$ cat config.mk
export PLATFORM = sky130hd
export DESIGN_NAME = sha256_byte_stream_hasher_top_flat
export DESIGN_NICKNAME = d
export VERILOG_FILES = /design/src/rtl/sha256_pkg.sv /design/src/rtl/sha256_if.sv /design/src/rtl/sha256_byte_stream_hasher_top.sv /design/src/flat_wrapper.sv
export SDC_FILE = /design/constraint.sdc
export NUM_CORES = 2
export LEC_CHECK = 0
export ABC_AREA = 1
export CAP_MARGIN = 10
export CORE_MARGIN = 3
export CORE_UTILIZATION = 35
export CTS_CLUSTER_SIZE = 30
export DETAILED_ROUTE_END_ITERATION = 8
export DONT_BUFFER_PORTS = 1
export SETUP_SLACK_MARGIN = 0.5
export SYNTH_ARGS = -nofsm -noshare
export SYNTH_HDL_FRONTEND = slang
export SYNTH_SLANG_ARGS = --single-unit
$ cat constraint.sdc
create_clock -name clk_i -period 30.8 [get_ports clk_i]
set_input_delay 3.08 -clock clk_i [delete_from_list [all_inputs] [get_ports clk_i]]
set_output_delay 3.08 -clock clk_i [all_outputs]
set_load 0.005 [all_outputs]
$ cat src/rtl/sha256_pkg.sv
// sha-256 constants, round table and bit-mixing functions
`timescale 1ns / 1ps
`default_nettype none

package sha256_pkg;

  typedef logic [31:0] word_t;

  // round constants, one per compression round
  localparam word_t K_TABLE [64] = '{
    32'h428a2f98, 32'h71374491, 32'hb5c0fbcf, 32'he9b5dba5,
    32'h3956c25b, 32'h59f111f1, 32'h923f82a4, 32'hab1c5ed5,
    32'hd807aa98, 32'h12835b01, 32'h243185be, 32'h550c7dc3,
    32'h72be5d74, 32'h80deb1fe, 32'h9bdc06a7, 32'hc19bf174,
    32'he49b69c1, 32'hefbe4786, 32'h0fc19dc6, 32'h240ca1cc,
    32'h2de92c6f, 32'h4a7484aa, 32'h5cb0a9dc, 32'h76f988da,
    32'h983e5152, 32'ha831c66d, 32'hb00327c8, 32'hbf597fc7,
    32'hc6e00bf3, 32'hd5a79147, 32'h06ca6351, 32'h14292967,
    32'h27b70a85, 32'h2e1b2138, 32'h4d2c6dfc, 32'h53380d13,
    32'h650a7354, 32'h766a0abb, 32'h81c2c92e, 32'h92722c85,
    32'ha2bfe8a1, 32'ha81a664b, 32'hc24b8b70, 32'hc76c51a3,
    32'hd192e819, 32'hd6990624, 32'hf40e3585, 32'h106aa070,
    32'h19a4c116, 32'h1e376c08, 32'h2748774c, 32'h34b0bcb5,
    32'h391c0cb3, 32'h4ed8aa4a, 32'h5b9cca4f, 32'h682e6ff3,
    32'h748f82ee, 32'h78a5636f, 32'h84c87814, 32'h8cc70208,
    32'h90befffa, 32'ha4506ceb, 32'hbef9a3f7, 32'hc67178f2
  };

  // initial hash value
  localparam word_t H_INIT [8] = '{
    32'h6a09e667, 32'hbb67ae85, 32'h3c6ef372, 32'ha54ff53a,
    32'h510e527f, 32'h9b05688c, 32'h1f83d9ab, 32'h5be0cd19
  };

  localparam logic [7:0] PAD_MARK  = 8'h80;
  localparam logic [5:0] LEN_START = 6'd56;
  localparam logic [5:0] FILL_LAST = 6'd63;
  localparam logic [5:0] ROUND_LAST = 6'd63;
  localparam logic [2:0] WORD_LAST = 3'd7;

  function automatic word_t rotr(input word_t x, input int unsigned n);
    return (x >> n) | (x << (32 - n));
  endfunction

  function automatic word_t big_sig0(input word_t x);
    return rotr(x, 2) ^ rotr(x, 13) ^ rotr(x, 22);
  endfunction

  function automatic word_t big_sig1(input word_t x);
    return rotr(x, 6) ^ rotr(x, 11) ^ rotr(x, 25);
  endfunction

  function automatic word_t small_sig0(input word_t x);
    return rotr(x, 7) ^ rotr(x, 18) ^ (x >> 3);
  endfunction

  function automatic word_t small_sig1(input word_t x);
    return rotr(x, 17) ^ rotr(x, 19) ^ (x >> 10);
  endfunction

  function automatic word_t choose(input word_t e, input word_t f, input word_t g);
    return (e & f) ^ (~e & g);
  endfunction

  function automatic word_t majority(input word_t a, input word_t b, input word_t c);
    return (a & b) ^ (a & c) ^ (b & c);
  endfunction

endpackage

`default_nettype wire

$ cat src/rtl/sha256_if.sv
// valid/ready channel interfaces for message bytes and digest words
`timescale 1ns / 1ps
`default_nettype none

interface sha256_byte_if;
  logic       valid;
  logic       ready;
  logic       has_byte;
  logic [7:0] data_byte;
  logic       last_byte;

  modport source (output valid, has_byte, data_byte, last_byte, input ready);
  modport sink   (input valid, has_byte, data_byte, last_byte, output ready);
endinterface

interface sha256_digest_if;
  logic        valid;
  logic        ready;
  logic [31:0] digest_word;
  logic [2:0]  word_index;
  logic        last_word;

  modport source (output valid, digest_word, word_index, last_word, input ready);
  modport sink   (input valid, digest_word, word_index, last_word, output ready);
endinterface

`default_nettype wire

$ cat src/rtl/sha256_byte_stream_hasher_top.sv
// sha-256 hasher over a byte stream, one shared round unit under a sequencer
//
//   channel   dir  payload                                   ends on
//   byte_i    in   has_byte, data_byte[7:0], last_byte        last_byte
//   digest_o  out  digest_word[31:0], word_index[2:0], last   last_word
//
// a byte item is taken while idle; the 64th byte of a block starts compression
// (64 rounds through the single round unit, then a feed-forward step).
// a last item adds 9 to 72 padding bytes, one per cycle outside compression,
// one or two block compressions, then 8 digest transfers.
// byte_i is ready only while the sequencer is idle; digest_o stalls hold
// the sequencer in the output state. reset needs no clearing pass.
`timescale 1ns / 1ps
`default_nettype none

module sha256_byte_stream_hasher_top
  import sha256_pkg::*;
(
  input  wire              clk_i,
  input  wire              rst_ni,
  sha256_byte_if.sink      byte_i,
  sha256_digest_if.source  digest_o
);

  typedef enum logic [2:0] {
    ST_IDLE,
    ST_ROUND,
    ST_FOLD,
    ST_PAD,
    ST_OUT
  } state_e;

  state_e       state_q, state_d;
  logic [5:0]   rnd_q, rnd_d;
  logic [5:0]   fill_q, fill_d;
  logic [63:0]  bits_q, bits_d;
  logic         pad_q, pad_d;
  logic         first_q, first_d;
  logic         two_blk_q, two_blk_d;
  logic         fin_q, fin_d;
  logic [2:0]   idx_q, idx_d;
  word_t        chain_q [8];
  word_t        chain_d [8];
  word_t        v_q [8];
  word_t        v_d [8];
  logic [511:0] blk_q, blk_d;

  logic         in_fire, out_fire;
  logic         push;
  logic [7:0]   push_byte;
  logic [7:0]   len_byte;
  logic [7:0]   pad_byte;
  logic         len_phase;
  word_t        w0, w1, w9, w14, w_new;
  word_t        t1, t2;

  assign in_fire  = byte_i.valid && byte_i.ready;
  assign out_fire = digest_o.valid && digest_o.ready;

  // message schedule window, oldest word at the top of the block register
  assign w0    = blk_q[511:480];
  assign w1    = blk_q[479:448];
  assign w9    = blk_q[223:192];
  assign w14   = blk_q[63:32];
  assign w_new = small_sig1(w14) + w9 + small_sig0(w1) + w0;

  // shared round unit
  assign t1 = v_q[7] + big_sig1(v_q[4]) + choose(v_q[4], v_q[5], v_q[6])
            + K_TABLE[rnd_q] + w0;
  assign t2 = big_sig0(v_q[0]) + majority(v_q[0], v_q[1], v_q[2]);

  // padding byte: marker, zeros, then big-endian bit length
  assign len_byte  = bits_q[{~fill_q[2:0], 3'b000} +: 8];
  assign len_phase = !first_q && (fill_q >= LEN_START) && !two_blk_q;
  assign pad_byte  = first_q ? PAD_MARK : (len_phase ? len_byte : 8'h00);

  // sequencer next state
  always_comb begin
    state_d   = state_q;
    rnd_d     = rnd_q;
    fill_d    = fill_q;
    bits_d    = bits_q;
    pad_d     = pad_q;
    first_d   = first_q;
    two_blk_d = two_blk_q;
    fin_d     = fin_q;
    idx_d     = idx_q;
    chain_d   = chain_q;
    v_d       = v_q;
    blk_d     = blk_q;
    push      = 1'b0;
    push_byte = byte_i.data_byte;

    unique case (state_q)
      ST_IDLE: begin
        if (in_fire) begin
          if (byte_i.has_byte) begin
            push   = 1'b1;
            bits_d = bits_q + 64'd8;
          end
          if (byte_i.last_byte) begin
            pad_d   = 1'b1;
            first_d = 1'b1;
            state_d = ST_PAD;
          end
        end
      end
      ST_PAD: begin
        push      = 1'b1;
        push_byte = pad_byte;
        first_d   = 1'b0;
        if (first_q) begin
          two_blk_d = (fill_q >= LEN_START) && (fill_q != FILL_LAST);
        end else if (fill_q == FILL_LAST) begin
          two_blk_d = 1'b0;
        end
        if (len_phase && fill_q == FILL_LAST) begin
          fin_d = 1'b1;
        end
      end
      ST_ROUND: begin
        blk_d = {blk_q[479:0], w_new};
        v_d[7] = v_q[6];
        v_d[6] = v_q[5];
        v_d[5] = v_q[4];
        v_d[4] = v_q[3] + t1;
        v_d[3] = v_q[2];
        v_d[2] = v_q[1];
        v_d[1] = v_q[0];
        v_d[0] = t1 + t2;
        rnd_d  = rnd_q + 6'd1;
        if (rnd_q == ROUND_LAST) begin
          state_d = ST_FOLD;
        end
      end
      ST_FOLD: begin
        for (int i = 0; i < 8; i++) begin
          chain_d[i] = chain_q[i] + v_q[i];
        end
        if (fin_q) begin
          fin_d   = 1'b0;
          idx_d   = '0;
          state_d = ST_OUT;
        end else if (pad_q) begin
          state_d = ST_PAD;
        end else begin
          state_d = ST_IDLE;
        end
      end
      ST_OUT: begin
        if (out_fire) begin
          idx_d = idx_q + 3'd1;
          if (idx_q == WORD_LAST) begin
            chain_d = H_INIT;
            bits_d  = '0;
            pad_d   = 1'b0;
            state_d = ST_IDLE;
          end
        end
      end
      default: state_d = ST_IDLE;
    endcase

    // byte into the block; a full block starts compression
    if (push) begin
      blk_d  = {blk_q[503:0], push_byte};
      fill_d = fill_q + 6'd1;
      if (fill_q == FILL_LAST) begin
        v_d     = chain_q;
        rnd_d   = '0;
        state_d = ST_ROUND;
      end
    end
  end

  // sequencer, counters and chaining value
  always_ff @(posedge clk_i or negedge rst_ni) begin
    if (!rst_ni) begin
      state_q   <= ST_IDLE;
      rnd_q     <= '0;
      fill_q    <= '0;
      bits_q    <= '0;
      pad_q     <= 1'b0;
      first_q   <= 1'b0;
      two_blk_q <= 1'b0;
      fin_q     <= 1'b0;
      idx_q     <= '0;
      chain_q   <= H_INIT;
    end else begin
      state_q   <= state_d;
      rnd_q     <= rnd_d;
      fill_q    <= fill_d;
      bits_q    <= bits_d;
      pad_q     <= pad_d;
      first_q   <= first_d;
      two_blk_q <= two_blk_d;
      fin_q     <= fin_d;
      idx_q     <= idx_d;
      chain_q   <= chain_d;
    end
  end

  // block buffer and working variables
  always_ff @(posedge clk_i) begin
    blk_q <= blk_d;
    v_q   <= v_d;
  end

  // channel outputs
  assign byte_i.ready         = (state_q == ST_IDLE);
  assign digest_o.valid       = (state_q == ST_OUT);
  assign digest_o.digest_word = chain_q[idx_q];
  assign digest_o.word_index  = idx_q;
  assign digest_o.last_word   = (idx_q == WORD_LAST);

endmodule

`default_nettype wire

$ cat src/flat_wrapper.sv
// flat-port wrapper written by rule: the top's interface ports become plain ports
module sha256_byte_stream_hasher_top_flat import sha256_pkg::*;
  (clk_i, rst_ni, byte_i_valid, byte_i_has_byte, byte_i_data_byte, byte_i_last_byte, byte_i_ready, digest_o_valid, digest_o_digest_word, digest_o_word_index, digest_o_last_word, digest_o_ready);
  sha256_byte_if byte_i_i ();
  sha256_digest_if digest_o_i ();
  input  wire clk_i;
  input  wire rst_ni;
  input wire logic [$bits(byte_i_i.valid)-1:0] byte_i_valid;
  input wire logic [$bits(byte_i_i.has_byte)-1:0] byte_i_has_byte;
  input wire logic [$bits(byte_i_i.data_byte)-1:0] byte_i_data_byte;
  input wire logic [$bits(byte_i_i.last_byte)-1:0] byte_i_last_byte;
  output wire logic [$bits(byte_i_i.ready)-1:0] byte_i_ready;
  output wire logic [$bits(digest_o_i.valid)-1:0] digest_o_valid;
  output wire logic [$bits(digest_o_i.digest_word)-1:0] digest_o_digest_word;
  output wire logic [$bits(digest_o_i.word_index)-1:0] digest_o_word_index;
  output wire logic [$bits(digest_o_i.last_word)-1:0] digest_o_last_word;
  input wire logic [$bits(digest_o_i.ready)-1:0] digest_o_ready;
  assign byte_i_i.valid = byte_i_valid;
  assign byte_i_i.has_byte = byte_i_has_byte;
  assign byte_i_i.data_byte = byte_i_data_byte;
  assign byte_i_i.last_byte = byte_i_last_byte;
  assign byte_i_ready = byte_i_i.ready;
  assign digest_o_valid = digest_o_i.valid;
  assign digest_o_digest_word = digest_o_i.digest_word;
  assign digest_o_word_index = digest_o_i.word_index;
  assign digest_o_last_word = digest_o_i.last_word;
  assign digest_o_i.ready = digest_o_ready;
  sha256_byte_stream_hasher_top u_core (.clk_i(clk_i), .rst_ni(rst_ni), .byte_i(byte_i_i), .digest_o(digest_o_i));
endmodule
==> run metrics <==
run status=finished with violations; violated checks=max-slew violations; Critical Path Slowest Stage Cell=ha_1; # port buffers=0; Num CTS Buffers=139; area fraction of the dominant cell type after synthesis=18.8%; count of cell types in the netlist=66; remaining design rule violation count=0; cell accounting for the most synthesized area=edfxtp_1; count of nets after finishing=11500; number of search-and-repair iterations in the first detailed-routing pass=7; endpoint of the worst register-to-register path=u_core.v_q[249]$_DFF_P_; number of warning messages in the yosys log=0; Cells after Synth=11200; Avg Inst Size Synth=7.31 sq um; clock root buffer=clkbuf_16; # hold bufs at CTS=0; Met1 Routed Length=156000 um; sum of net half-perimeters after detailed placement=262000 um; die area=239000 sq um; sum of met3 wire segment lengths after detailed routing=33900 um; category of the worst setup path launch point=register; EDFF count, synth=512; Detail Route met2 WL=140000 um; final hold vios=0; floorplan die width=489 um; wire length of the first global-routing pass=494000 um; DRT Wirelength=342000 um; CP arrival=9.91 ns; slew of the pin with the lowest slew margin=1.67 ns; setup repair after global routing missed its margin=false; required time at the worst-slack endpoint=31.48 ns; Min-Delay Startpoint=u_core.fill_q[5]$_DFFE_PN0P_; netlist area before placement=81700 sq um; vias in the first global route=71700; starting DRC count in detailed routing=9131; CP startpoint=u_core.rnd_q[0]$_DFF_PN0_; Net Count, Synth=11800; Max Clock Skew=0.0514 ns; proportion of synthesized chip area in sequential cells=35.7%; gp weighted congestion=1.02; overflow left after global routing=0; maximum number of buffers from clock root to sink=3; Slew HR=-11.1%; average detailed-routed wire length per instance=24.3 um; ratio of final minimum period to clock period=30.0%; maximum operating frequency=108 MHz; max cap viols=0; count of state elements after synthesis=1107; Final Max Slew Viols=63; Worst R2R Setup Slack=21.57 ns; number of instances resized during post-cts repair=0; CP max FO=14; number of cell instances on the worst register-to-register path=37; total routing resource utilization after global routing=27.8%; cell types occupying the most area after synthesis=edfxtp_1, nand2_1, dfxtp_1; reg-to-reg startpoint=u_core.rnd_q[0]$_DFF_PN0_; clock sink total=1107; effective utilization at floorplan=35.4%; count of vias placed by the detailed router=77400; vertical extent of the die=489 um; most frequently used cell type in the post-synthesis netlist=nand2_1; element type at the critical path end=register; number of buffers inserted to repair setup after CTS=0; Synth-to-Final Area Change=9.10%; final setup fails=0; cell occurring most often along the worst timing path=nand2_1; level count of the clock H-tree=4; post-layout min period=9.23 ns; later-pin clock latency in the skew report=0.85 ns; antenna violations before repair=16; post-CTS clock slew at the launch and capture registers of the worst setup and hold paths=0.06 ns; pin count of the biggest net entering global routing=340; synth cell count leaders=nand2_1, inv_1, nor2_1, o21ai_0, a21oi_1; Worst path max stage delay=0.68 ns; path type of the worst min-delay path=register to register; post-route ant nets=0; routed via count divided by cell count=5.51; setup total negative slack=0 ns; share of async-settable or async-resettable flops after synthesis=30.6%; dominant synthesized flop cell=edfxtp_1; ratio of cells with drive above 1 in the final layout=4.69%; Worst Path Class, Setup=register to register; highest routing layer actually used=met5; Core Region=231000 sq um; TritonCTS clock tree=yes; Site Rows=176; number of ports placed on the die boundary=52; Worst Setup EP=u_core.v_q[249]$_DFF_P_
-- worst min path at each step --
stage / cells past startpoint / endpoint / slack, ns
6_report: 1 / u_core.fill_q[5]$_DFFE_PN0P_ / 0.47
2_1_floorplan: 1 / u_core.fill_q[5]$_DFFE_PN0P_ / 0.44
4_1_cts: 1 / u_core.fill_q[5]$_DFFE_PN0P_ / 0.47
5_1_grt: 1 / u_core.fill_q[5]$_DFFE_PN0P_ / 0.48
3_5_place_dp: 1 / u_core.fill_q[5]$_DFFE_PN0P_ / 0.46
3_3_place_gp: 1 / u_core.fill_q[5]$_DFFE_PN0P_ / 0.46
-- metal layers --
layer	track usage [%]	vias up
met5	0	-
met2	39.9	3355
li1	-	36200
met1	40.9	37300
met3	6.36	511
met4	8.76	6
-- layout make-up --
cell class	instances	area, sq um
Clock inverter	76	1040
Tap cell	3026	3790
Fill cell	24300	142000
Clock buffer	183	3830
Multi-Input combinational cell	8321	45900
Inverter	1264	4780
Sequential cell	1107	29200
Timing Repair Buffer	76	596
Antenna cell	1	2.50
-- flip-flops by register name, indices dropped and copies added, names as in the netlist --
name / flops
u_core.blk_q: 512
u_core.two_blk_q: 1
u_core.first_q: 1
u_core.pad_q: 1
u_core.chain_q: 256
u_core.v_q: 256
u_core.rnd_q: 6
u_core.fin_q: 1
u_core.digest_o.word_index: 3
u_core.state_q: 3
u_core.fill_q: 6
u_core.bits_q: 61
-- critical path: cells and delay by family, from the launching register on --
family	cells	cell delay, ns
buffers and inverters	7	1.00
AO/OA/AOI/OAI	11	2.14
XOR/XNOR	1	0.54
AND/OR/NAND/NOR	11	1.31
flip-flops	1	0.67
adder cells (fa/ha/maj)	7	3.41
-- cells in the final DEF, fill, tap and decap left out, types with 136 or more instances in the layout --
master,count
edfxtp_1,512
xnor2_1,180
ha_1,399
dfxtp_1,256
xor2_1,261
a21oi_1,619
clkbuf_16,141
inv_1,1244
o21ai_0,756
dfstp_2,136
nand3_1,404
nor2_1,1002
fa_1,195
dfrtp_1,201
a31oi_1,281
nand2_1,3351
-- metrics by stage --
stage | hold WS [ns] | cells | instance area [sq um] | setup WS [ns] | util, %
global placement | 0.462 | 13800 | 84200 | 21.82 | 36.5
floorplan | 0.442 | 11200 | 81700 | 15.63 | -
CTS | 0.473 | 14100 | 89100 | 21.72 | 38.6
finish | 0.471 | 14100 | 89100 | 21.57 | 38.6
detailed placement | 0.461 | 13800 | 84200 | 21.78 | 36.5
global route | 0.484 | 14100 | 89100 | 21.01 | 38.6
-- cell families after synthesis --
kind of cell,count (synthesis),synth area share (%)
flops,1107,35.7
mux,28,0.346
fa+ha+maj,618,11.2
simple gates,5101,25.0
xor+xnor,441,4.73
buf+inv,1738,8.15
compound gates,2133,14.9
Power is left out: the tool's default activity adds up to more than one toggle a clock period on the data nets, which glitch-free logic cannot reach.
